File: config.mk
export PLATFORM = sky130hd
export DESIGN_NAME = fsc_engine_flat
export DESIGN_NICKNAME = d
export VERILOG_FILES = /design/src/hw/rtl/fifo_segment_cache_defines.svh /design/src/hw/rtl/fsc_pkg.sv /design/src/hw/rtl/fsc_if.sv /design/src/hw/rtl/fsc_engine.sv /design/src/flat_wrapper.sv
export SDC_FILE = /design/constraint.sdc
export NUM_CORES = 1
export LEC_CHECK = 0
export BUFFER_PORTS_ARGS = -buffer_cell sky130_fd_sc_hd__buf_2
export CORE_MARGIN = 2
export CORE_UTILIZATION = 50
export DETAILED_ROUTE_END_ITERATION = 16
export PLACE_DENSITY = 0.79
export RECOVER_POWER = 100
export SLEW_MARGIN = 20
export SYNTH_ARGS = -nofsm -noshare
export SYNTH_HDL_FRONTEND = slang
export SYNTH_SLANG_ARGS = --single-unit
File: constraint.sdc
create_clock -name i_clk -period 19.7 [get_ports i_clk]
set_clock_uncertainty 0.2 [all_clocks]
set_input_delay 0.985 -clock i_clk [delete_from_list [all_inputs] [get_ports i_clk]]
set_output_delay 0.985 -clock i_clk [all_outputs]
set_load 0.05 [all_outputs]
File: src/hw/rtl/fifo_segment_cache_defines.svh
// fifo_segment_cache_defines.svh: assertion macros for the segment cache.
// Depends on nothing; the including module supplies i_clk and i_rst_n.
`ifndef FIFO_SEGMENT_CACHE_DEFINES_SVH
`define FIFO_SEGMENT_CACHE_DEFINES_SVH
`ifndef SYNTH
// antecedent implies consequent in the same cycle
`define FSC_ASSERT_SAME(label, ante, cons, msg) \
    label: assert property (@(posedge i_clk) disable iff (!i_rst_n) (ante) |-> (cons)) \
        else $error(msg);
// antecedent implies consequent in the next cycle
`define FSC_ASSERT_NEXT(label, ante, cons, msg) \
    label: assert property (@(posedge i_clk) disable iff (!i_rst_n) (ante) |=> (cons)) \
        else $error(msg);
`else
`define FSC_ASSERT_SAME(label, ante, cons, msg)
`define FSC_ASSERT_NEXT(label, ante, cons, msg)
`endif
`endif

File: src/hw/rtl/fsc_pkg.sv
// fsc_pkg: shared types and fixed widths of the segment cache.
// No dependencies.
package fsc_pkg;

    localparam int OpW        = 2;
    localparam int IdW        = 32;
    localparam int BytesW     = 32;
    localparam int TargetW    = 12;
    localparam int MebiShift  = 20;
    localparam int TotalW     = 38;
    localparam int CounterW   = 64;
    localparam int CapW       = 7;
    localparam int CountOutW  = 7;
    localparam logic [CapW-1:0] CapReset = 7'd64;

    typedef enum logic [OpW-1:0] {
        OP_LOOKUP = 2'd0,
        OP_INSERT = 2'd1,
        OP_TRIM   = 2'd2,
        OP_NOP    = 2'd3
    } t_opcode;

    // memory strobes from the engine
    typedef struct packed {
        logic wr_en;
        logic tag_rd_en;
        logic byte_rd_en;
    } t_mem_ctl;

endpackage

File: src/hw/rtl/fsc_if.sv
// fsc_if: request, response and configuration channels of the segment cache.
// Depends on fsc_pkg.
interface fsc_req_if;
    import fsc_pkg::*;
    logic                 valid;
    logic                 ready;
    logic [OpW-1:0]       opcode;
    logic [IdW-1:0]       start_id;
    logic [IdW-1:0]       seg_count;
    logic [BytesW-1:0]    entry_bytes;
    logic [TargetW-1:0]   target_mb;
    modport source (output valid, opcode, start_id, seg_count, entry_bytes, target_mb,
                     input ready);
    modport sink   (input valid, opcode, start_id, seg_count, entry_bytes, target_mb,
                     output ready);
endinterface

interface fsc_rsp_if;
    import fsc_pkg::*;
    logic                  valid;
    logic                  ready;
    logic                  hit;
    logic [TotalW-1:0]     evicted_bytes;
    logic [CountOutW-1:0]  entry_count;
    logic [TotalW-1:0]     total_bytes;
    logic [CounterW-1:0]   hit_count;
    logic [CounterW-1:0]   miss_count;
    modport source (output valid, hit, evicted_bytes, entry_count, total_bytes, hit_count,
                     miss_count, input ready);
    modport sink   (input valid, hit, evicted_bytes, entry_count, total_bytes, hit_count,
                     miss_count, output ready);
endinterface


File: src/hw/rtl/fsc_engine.sv
// fsc_engine: sequencer for lookup, insert and trim, status registers and the
// response register. Depends on fsc_pkg, fsc_if and the fsc_mem port set.
module fsc_engine #(
    parameter int DEPTH = 64,
    parameter int AW    = 6,
    parameter int OW    = 7
) (
    input  logic                       i_clk,
    input  logic                       i_rst_n,
    input  logic [fsc_pkg::CapW-1:0]   i_capacity,
    fsc_req_if.sink                    req,
    fsc_rsp_if.source                  rsp,
    output fsc_pkg::t_mem_ctl          o_mem_ctl,
    output logic [AW-1:0]              o_wr_addr,
    output logic [fsc_pkg::IdW-1:0]    o_wr_start,
    output logic [fsc_pkg::IdW-1:0]    o_wr_count,
    output logic [fsc_pkg::BytesW-1:0] o_wr_bytes,
    output logic [AW-1:0]              o_tag_rd_addr,
    output logic [AW-1:0]              o_byte_rd_addr,
    input  logic [fsc_pkg::IdW-1:0]    i_tag_start,
    input  logic [fsc_pkg::IdW-1:0]    i_tag_count,
    input  logic [fsc_pkg::BytesW-1:0] i_bytes
);
    import fsc_pkg::*;

    localparam int SW   = AW + 1;
    localparam int CMPW = (OW > CapW) ? OW : CapW;

    typedef enum logic [2:0] {
        S_IDLE,
        S_SCAN,
        S_INS_RD,
        S_INS_EV,
        S_INS_WR,
        S_TRIM,
        S_DONE
    } t_state;

    t_state              r_state;
    logic [IdW-1:0]      r_sid;
    logic [IdW-1:0]      r_cnt;
    logic [BytesW-1:0]   r_eb;
    logic [TotalW-1:0]   r_target;
    logic [AW-1:0]       r_oldest;
    logic [OW-1:0]       r_occ;
    logic [TotalW-1:0]   r_total;
    logic [CounterW-1:0] r_hits;
    logic [CounterW-1:0] r_misses;
    logic [TotalW-1:0]   r_freed;
    logic                r_hit;
    logic [OW-1:0]       r_idx;
    logic                r_pend;
    logic [AW-1:0]       r_rd_ptr;
    logic                r_out_valid;
    logic                r_o_hit;
    logic [TotalW-1:0]   r_o_evicted;
    logic [CountOutW-1:0] r_o_count;
    logic [TotalW-1:0]   r_o_total;
    logic [CounterW-1:0] r_o_hits;
    logic [CounterW-1:0] r_o_misses;

    logic [SW-1:0]   scan_sum;
    logic [SW-1:0]   ins_sum;
    logic [AW-1:0]   scan_addr;
    logic [AW-1:0]   ins_addr;
    logic [AW-1:0]   oldest_inc;
    logic [AW-1:0]   ptr_inc;
    logic [CMPW-1:0] cap_ext;
    logic [CMPW-1:0] cap_eff;
    logic            evict;
    logic            scan_issue;
    logic            tag_match;
    logic            trim_more;
    logic            req_fire;
    logic            out_free;

    // circular slot arithmetic: offset from the oldest slot, wrapped once
    always_comb begin
        scan_sum  = {1'b0, r_oldest} + SW'(r_idx);
        ins_sum   = {1'b0, r_oldest} + SW'(r_occ);
        scan_addr = (scan_sum >= SW'(DEPTH)) ? AW'(scan_sum - SW'(DEPTH)) : AW'(scan_sum);
        ins_addr  = (ins_sum >= SW'(DEPTH)) ? AW'(ins_sum - SW'(DEPTH)) : AW'(ins_sum);
        oldest_inc = (r_oldest == AW'(DEPTH - 1)) ? '0 : r_oldest + AW'(1);
        ptr_inc    = (r_rd_ptr == AW'(DEPTH - 1)) ? '0 : r_rd_ptr + AW'(1);
    end

    // capacity clamped to 1..DEPTH
    always_comb begin
        cap_ext = CMPW'(i_capacity);
        if (cap_ext == '0) begin
            cap_eff = CMPW'(1);
        end else if (cap_ext > CMPW'(DEPTH)) begin
            cap_eff = CMPW'(DEPTH);
        end else begin
            cap_eff = cap_ext;
        end
        evict = (CMPW'(r_occ) >= cap_eff);
    end

    assign scan_issue = (r_state == S_SCAN) && (r_idx < r_occ);
    assign tag_match  = (i_tag_start == r_sid) && (i_tag_count == r_cnt);
    assign trim_more  = (r_total > r_target) && (r_occ != '0);
    assign req_fire   = req.valid && req.ready;
    assign out_free   = !r_out_valid || rsp.ready;

    // memory strobes; writes happen only in the last insert step, never
    // alongside a read, so no forwarding path is needed
    always_comb begin
        o_mem_ctl.wr_en      = (r_state == S_INS_WR);
        o_mem_ctl.tag_rd_en  = scan_issue;
        o_mem_ctl.byte_rd_en = (r_state == S_INS_RD) || (r_state == S_TRIM);
    end
    assign o_wr_addr      = ins_addr;
    assign o_wr_start     = r_sid;
    assign o_wr_count     = r_cnt;
    assign o_wr_bytes     = r_eb;
    assign o_tag_rd_addr  = scan_addr;
    assign o_byte_rd_addr = (r_state == S_TRIM) ? r_rd_ptr : r_oldest;

    assign req.ready         = (r_state == S_IDLE);
    assign rsp.valid         = r_out_valid;
    assign rsp.hit           = r_o_hit;
    assign rsp.evicted_bytes = r_o_evicted;
    assign rsp.entry_count   = r_o_count;
    assign rsp.total_bytes   = r_o_total;
    assign rsp.hit_count     = r_o_hits;
    assign rsp.miss_count    = r_o_misses;

    // sequencer, status and response register
    always_ff @(posedge i_clk) begin
        if (!i_rst_n) begin
            r_state     <= S_IDLE;
            r_oldest    <= '0;
            r_occ       <= '0;
            r_total     <= '0;
            r_hits      <= '0;
            r_misses    <= '0;
            r_pend      <= 1'b0;
            r_out_valid <= 1'b0;
        end else begin
            // response valid: set on completion, cleared once taken
            if ((r_state == S_DONE) && out_free) begin
                r_out_valid <= 1'b1;
            end else if (rsp.valid && rsp.ready) begin
                r_out_valid <= 1'b0;
            end
            case (r_state)
                S_IDLE: begin
                    if (req_fire) begin
                        r_sid    <= req.start_id;
                        r_cnt    <= req.seg_count;
                        r_eb     <= req.entry_bytes;
                        r_target <= TotalW'({req.target_mb, {MebiShift{1'b0}}});
                        r_hit    <= 1'b0;
                        r_freed  <= '0;
                        r_idx    <= '0;
                        r_pend   <= 1'b0;
                        r_rd_ptr <= r_oldest;
                        case (t_opcode'(req.opcode))
                            OP_LOOKUP: r_state <= S_SCAN;
                            OP_INSERT: r_state <= S_INS_RD;
                            OP_TRIM:   r_state <= S_TRIM;
                            default:   r_state <= S_DONE;
                        endcase
                    end
                end
                // one tag read per cycle, compared in the cycle after it is issued
                S_SCAN: begin
                    r_pend <= scan_issue;
                    if (scan_issue) begin
                        r_idx <= r_idx + OW'(1);
                    end
                    if (r_pend && tag_match) begin
                        r_hit   <= 1'b1;
                        r_hits  <= r_hits + CounterW'(1);
                        r_state <= S_DONE;
                    end else if (!scan_issue && !r_pend) begin
                        r_misses <= r_misses + CounterW'(1);
                        r_state  <= S_DONE;
                    end
                end
                S_INS_RD: begin
                    r_state <= S_INS_EV;
                end
                // drop the oldest entry when full
                S_INS_EV: begin
                    if (evict) begin
                        r_freed  <= TotalW'(i_bytes);
                        r_total  <= r_total - TotalW'(i_bytes);
                        r_oldest <= oldest_inc;
                        r_occ    <= r_occ - OW'(1);
                    end
                    r_state <= S_INS_WR;
                end
                S_INS_WR: begin
                    r_occ   <= r_occ + OW'(1);
                    r_total <= r_total + TotalW'(r_eb);
                    r_state <= S_DONE;
                end
                // read ahead one slot a cycle; consume while over target
                S_TRIM: begin
                    r_rd_ptr <= ptr_inc;
                    if (r_pend && !trim_more) begin
                        r_pend  <= 1'b0;
                        r_state <= S_DONE;
                    end else begin
                        r_pend <= 1'b1;
                        if (r_pend) begin
                            r_total  <= r_total - TotalW'(i_bytes);
                            r_freed  <= r_freed + TotalW'(i_bytes);
                            r_oldest <= oldest_inc;
                            r_occ    <= r_occ - OW'(1);
                        end
                    end
                end
                S_DONE: begin
                    if (out_free) begin
                        r_o_hit     <= r_hit;
                        r_o_evicted <= r_freed;
                        r_o_count   <= CountOutW'(r_occ);
                        r_o_total   <= r_total;
                        r_o_hits    <= r_hits;
                        r_o_misses  <= r_misses;
                        r_state     <= S_IDLE;
                    end
                end
                default: begin
                    r_state <= S_IDLE;
                end
            endcase
        end
    end

endmodule

File: src/flat_wrapper.sv
// flat-port wrapper written by rule: the top's interface ports become plain ports
module fsc_engine_flat import fsc_pkg::*;
#(
    parameter int DEPTH = 64,
    parameter int AW    = 6,
    parameter int OW    = 7
)
  (i_clk, i_rst_n, i_capacity, o_mem_ctl, o_wr_addr, o_wr_start, o_wr_count, o_wr_bytes, o_tag_rd_addr, o_byte_rd_addr, i_tag_start, i_tag_count, i_bytes, req_valid, req_opcode, req_start_id, req_seg_count, req_entry_bytes, req_target_mb, req_ready, rsp_valid, rsp_hit, rsp_evicted_bytes, rsp_entry_count, rsp_total_bytes, rsp_hit_count, rsp_miss_count, rsp_ready);
  fsc_req_if req_i ();
  fsc_rsp_if rsp_i ();
  input  logic i_clk;
  input  logic i_rst_n;
  input  logic [fsc_pkg::CapW-1:0] i_capacity;
  output fsc_pkg::t_mem_ctl o_mem_ctl;
  output logic [AW-1:0] o_wr_addr;
  output logic [fsc_pkg::IdW-1:0] o_wr_start;
  output logic [fsc_pkg::IdW-1:0] o_wr_count;
  output logic [fsc_pkg::BytesW-1:0] o_wr_bytes;
  output logic [AW-1:0] o_tag_rd_addr;
  output logic [AW-1:0] o_byte_rd_addr;
  input  logic [fsc_pkg::IdW-1:0] i_tag_start;
  input  logic [fsc_pkg::IdW-1:0] i_tag_count;
  input  logic [fsc_pkg::BytesW-1:0] i_bytes;
  input wire logic [$bits(req_i.valid)-1:0] req_valid;
  input wire logic [$bits(req_i.opcode)-1:0] req_opcode;
  input wire logic [$bits(req_i.start_id)-1:0] req_start_id;
  input wire logic [$bits(req_i.seg_count)-1:0] req_seg_count;
  input wire logic [$bits(req_i.entry_bytes)-1:0] req_entry_bytes;
  input wire logic [$bits(req_i.target_mb)-1:0] req_target_mb;
  output wire logic [$bits(req_i.ready)-1:0] req_ready;
  output wire logic [$bits(rsp_i.valid)-1:0] rsp_valid;
  output wire logic [$bits(rsp_i.hit)-1:0] rsp_hit;
  output wire logic [$bits(rsp_i.evicted_bytes)-1:0] rsp_evicted_bytes;
  output wire logic [$bits(rsp_i.entry_count)-1:0] rsp_entry_count;
  output wire logic [$bits(rsp_i.total_bytes)-1:0] rsp_total_bytes;
  output wire logic [$bits(rsp_i.hit_count)-1:0] rsp_hit_count;
  output wire logic [$bits(rsp_i.miss_count)-1:0] rsp_miss_count;
  input wire logic [$bits(rsp_i.ready)-1:0] rsp_ready;
  assign req_i.valid = req_valid;
  assign req_i.opcode = req_opcode;
  assign req_i.start_id = req_start_id;
  assign req_i.seg_count = req_seg_count;
  assign req_i.entry_bytes = req_entry_bytes;
  assign req_i.target_mb = req_target_mb;
  assign req_ready = req_i.ready;
  assign rsp_valid = rsp_i.valid;
  assign rsp_hit = rsp_i.hit;
  assign rsp_evicted_bytes = rsp_i.evicted_bytes;
  assign rsp_entry_count = rsp_i.entry_count;
  assign rsp_total_bytes = rsp_i.total_bytes;
  assign rsp_hit_count = rsp_i.hit_count;
  assign rsp_miss_count = rsp_i.miss_count;
  assign rsp_i.ready = rsp_ready;
  fsc_engine #(.DEPTH(DEPTH), .AW(AW), .OW(OW)) u_core (.i_clk(i_clk), .i_rst_n(i_rst_n), .i_capacity(i_capacity), .req(req_i), .rsp(rsp_i), .o_mem_ctl(o_mem_ctl), .o_wr_addr(o_wr_addr), .o_wr_start(o_wr_start), .o_wr_count(o_wr_count), .o_wr_bytes(o_wr_bytes), .o_tag_rd_addr(o_tag_rd_addr), .o_byte_rd_addr(o_byte_rd_addr), .i_tag_start(i_tag_start), .i_tag_count(i_tag_count), .i_bytes(i_bytes));
endmodule
==> metrics.cfg <==
[worst_setup_path]
worstPathRequired_ps=19480
r2r.worst_path.cells=18
cp-start-kind=primary input
rr_startpoint=u_core.r_state[1]$_SDFFE_PN0P_
r2r_end=u_core.r_total[22]$_SDFFE_PN0P_
critPathMaxStageDelay_ps=5750
cp.arrival_ps=10770
cpMostUsedCell=clkbuf_1
worstSetupEndpointType=flip-flop
crit_path_top_delay_cell=clkbuf_1
r2r_slack_ps=11580
crit_chain=clkbuf_1 -> clkbuf_1 -> nand2_1 -> nor2_4 -> clkbuf_1
crit_fanout=145
crit_type=in2reg

[cts]
cts.sinks=556
cts_buffer_depth=3
insertion_delay_ps=640
clockRootBuffer=clkbuf_16
ctsResizeCount=0
cts_hold_buf=0
htree_levels=2
clkTransAtPathRegs_ps=70
cts_made_buffers=57
cts_setup_buffers=0
cts_tree=done

[layout]
area_growth_pct=18.9
fin_util_pct=60.4
final_area_um2=31800
fin_nets=3316
drive_gt1_share_pct=11.4

[worst_hold_path]
whs_path_depth=0
min_path_type=reg2reg
hold_end=u_core.rsp.hit$_DFFE_PP_
holdCritStartpoint=u_core.r_hit$_DFFE_PP_

[timing]
setup_tns_ps=0
hold_viol=0
min_period_ps=10990
rsz0062_at_grt=false
maxSlewHeadroom_pct=-449
report.final.slew_viol_count=812
worst_pin_slew_ps=8230
setup_viol=0
period_share_pct=55.8
setup_slack_ps=8710
fmax_ghz=0.0910

[synthesis]
synth_cells=2445
netlist_area_um2=26800
synth.yosys.seq_area_share_pct=55.4
syn_nets=2782
syn_area_per_cell_um2=11.0
synth.distinct_cells=81
synth-edff-count=372
ys_ff_latch=556
synth_async_sr_flop_share_pct=0
synth_ff_type=edfxtp_1
yosysWarnings=0

[pwr]
power_leakage_nw=11.8
ir_worst_vdd_mv=0.105
powerDensity_nw_per_um2=129
power_mw=4.11

[grt]
grt_most_used_layer=met2
grt_pass1_vias=20900
antenna_found_initial=4
grt_util_all_layers_pct=26.1
grt_use_met3_pct=4.67
grt_max_degree=146
overflow=0
use_met1_pct=32.9
grt_pass1_wl_um=115000
gr-usage-met2_pct=45.0

[route]
ant_nets=0
dr_total_vias=21500
routed_wl_um=75500
drt_iter0_drc=1493
first_pass_iters=5
drc_errors=0
vias_per_cell=5.78
wl_per_cell_um=20.3

[placed_design]
pre_cts_ws_ps=13910
place_congestion=0.967
port_buffers=547
hpwl_um=55700
placed_area_um2=30200

[floorplanning]
start_util_pct=50.8
die_x_um=235
design.portCount=548
rows=84
coreArea_um2=52800
die_h_um=235
die-area_um2=55400

[run_status]
violations=max-capacitance violations, max-slew violations
outcome=finished with violations

[job]
cap_violations=13

-- power breakdown --
part / leakage (nW) / internal (mW) / switching (mW)
Clock: 1.03 / 0.739 / 0.479
Sequential: 4.93 / 1.43 / 0.137
Combinational: 5.84 / 0.431 / 0.895
Total: 11.8 / 2.59 / 1.51
-- worst max-delay path by stage --
stage	endpoint	slack (ps)	cells past startpoint	from
global route	u_core.rsp.evicted_bytes[2]$_DFFE_PP_	7880	5	i_rst_n
floorplan	u_core.rsp.entry_count[0]$_DFFE_PP_	8320	4	i_rst_n
detailed placement	u_core.r_total[37]$_SDFFE_PN0P_	13910	20	i_bytes[0]
CTS	u_core.r_total[36]$_SDFFE_PN0P_	14250	17	u_core.r_state[1]$_SDFFE_PN0P_
global placement	u_core.r_total[37]$_SDFFE_PN0P_	13920	20	i_bytes[0]
finish	u_core.rsp.evicted_bytes[8]$_DFFE_PP_	8710	5	i_rst_n
-- worst max-delay path, delay by kind of cell --
family                 cells  cell delay [ps]
buffers and inverters      3             8980
AND/OR/NAND/NOR            2              640
-- cell families (layout without fill, tap and decap cells) --
group / count (synthesis) / count (layout) / synth area share (%)
AND/OR/NAND/NOR: 856 / 856 / 16.5
buffers and inverters: 177 / 760 / 2.55
AO/OA/AOI/OAI: 491 / 491 / 11.6
multiplexers: 27 / 27 / 1.01
other: 0 / 6 / 0
flip-flops: 556 / 556 / 55.4
XOR/XNOR: 218 / 218 / 7.13
adder cells (fa/ha/maj): 120 / 120 / 5.74
-- layout make-up --
cell class / instances / area (µm²)
fill: 4470 / 20900
sequential: 556 / 14900
multi-input combinational: 1712 / 11200
timing repair buffer: 562 / 2390
clock buffer: 71 / 1560
tap: 688 / 861
clock inverter: 37 / 582
inverter: 90 / 339
antenna: 6 / 15.0
-- registers in the layout (all words and copies together) (netlist names), 12 cells and up --
register / flops
u_core.o_wr_bytes: 32
u_core.o_wr_count: 32
u_core.o_wr_start: 32
u_core.r_freed: 38
u_core.r_hits: 64
u_core.r_misses: 64
u_core.r_target: 12
u_core.r_total: 38
u_core.rsp.evicted_bytes: 38
u_core.rsp.hit_count: 64
u_core.rsp.miss_count: 64
u_core.rsp.total_bytes: 38
-- placed cells by master, fill, tap and decap left out, drive strengths merged, types with 21 or more instances in the layout --
master / Yosys / layout
nand2: 219 / 219
xnor2: 126 / 126
buf: 15 / 213
nand2b: 47 / 47
inv: 87 / 93
a21oi: 182 / 182
and3: 32 / 32
ha: 115 / 115
and2: 26 / 26
clkbuf: 72 / 420
or3: 40 / 40
o21ai: 94 / 94
o31ai: 21 / 21
edfxtp: 372 / 372
mux2i: 26 / 26
nor3: 37 / 37
nand4: 62 / 62
xor2: 92 / 92
dfxtp: 184 / 184
nor2: 187 / 187
nand3: 87 / 87
a21o: 48 / 48
and4: 22 / 22
nor4: 40 / 40
-- cell usage after synthesis, types with 16 or more instances --
cell type	number	share of area [%]
and3_1	31	0.72
a21o_1	48	1.3
xor2_1	92	3.0
dfxtp_1	184	14
clkbuf_1	72	1.0
edfxtp_1	372	42
o21ai_0	90	1.7
xnor2_1	126	4.1
nand3_1	86	1.6
nor3_1	31	0.58
a21oi_1	182	3.4
ha_1	115	5.4
or3_1	37	0.86
or4_1	16	0.45
nor4_1	37	0.86
nand4_1	60	1.4
o31ai_1	21	0.59
and4_1	21	0.69
mux2i_1	26	0.97
inv_1	87	1.2
o21a_1	19	0.53
nand2_1	218	3.1
and2_1	24	0.56
nor2_1	186	2.6
nand2b_1	47	1.1
-- through the flow --
stage                     hold WS [ps]  cells
after CTS                          238   3716
after detailed placement           224   3608
final                              239   3722
after floorplan                    200   2445
after global placement             217   3608
after global routing               254   3718
-- layer usage --
metal  share of wire [%]  vias up
met5                   0        -
met1                  40    10300
met2                  49      915
met3                 6.8      182
met4                 3.7        0
li1                    -    10100
Note: power is estimated with default switching activity, not from simulation.
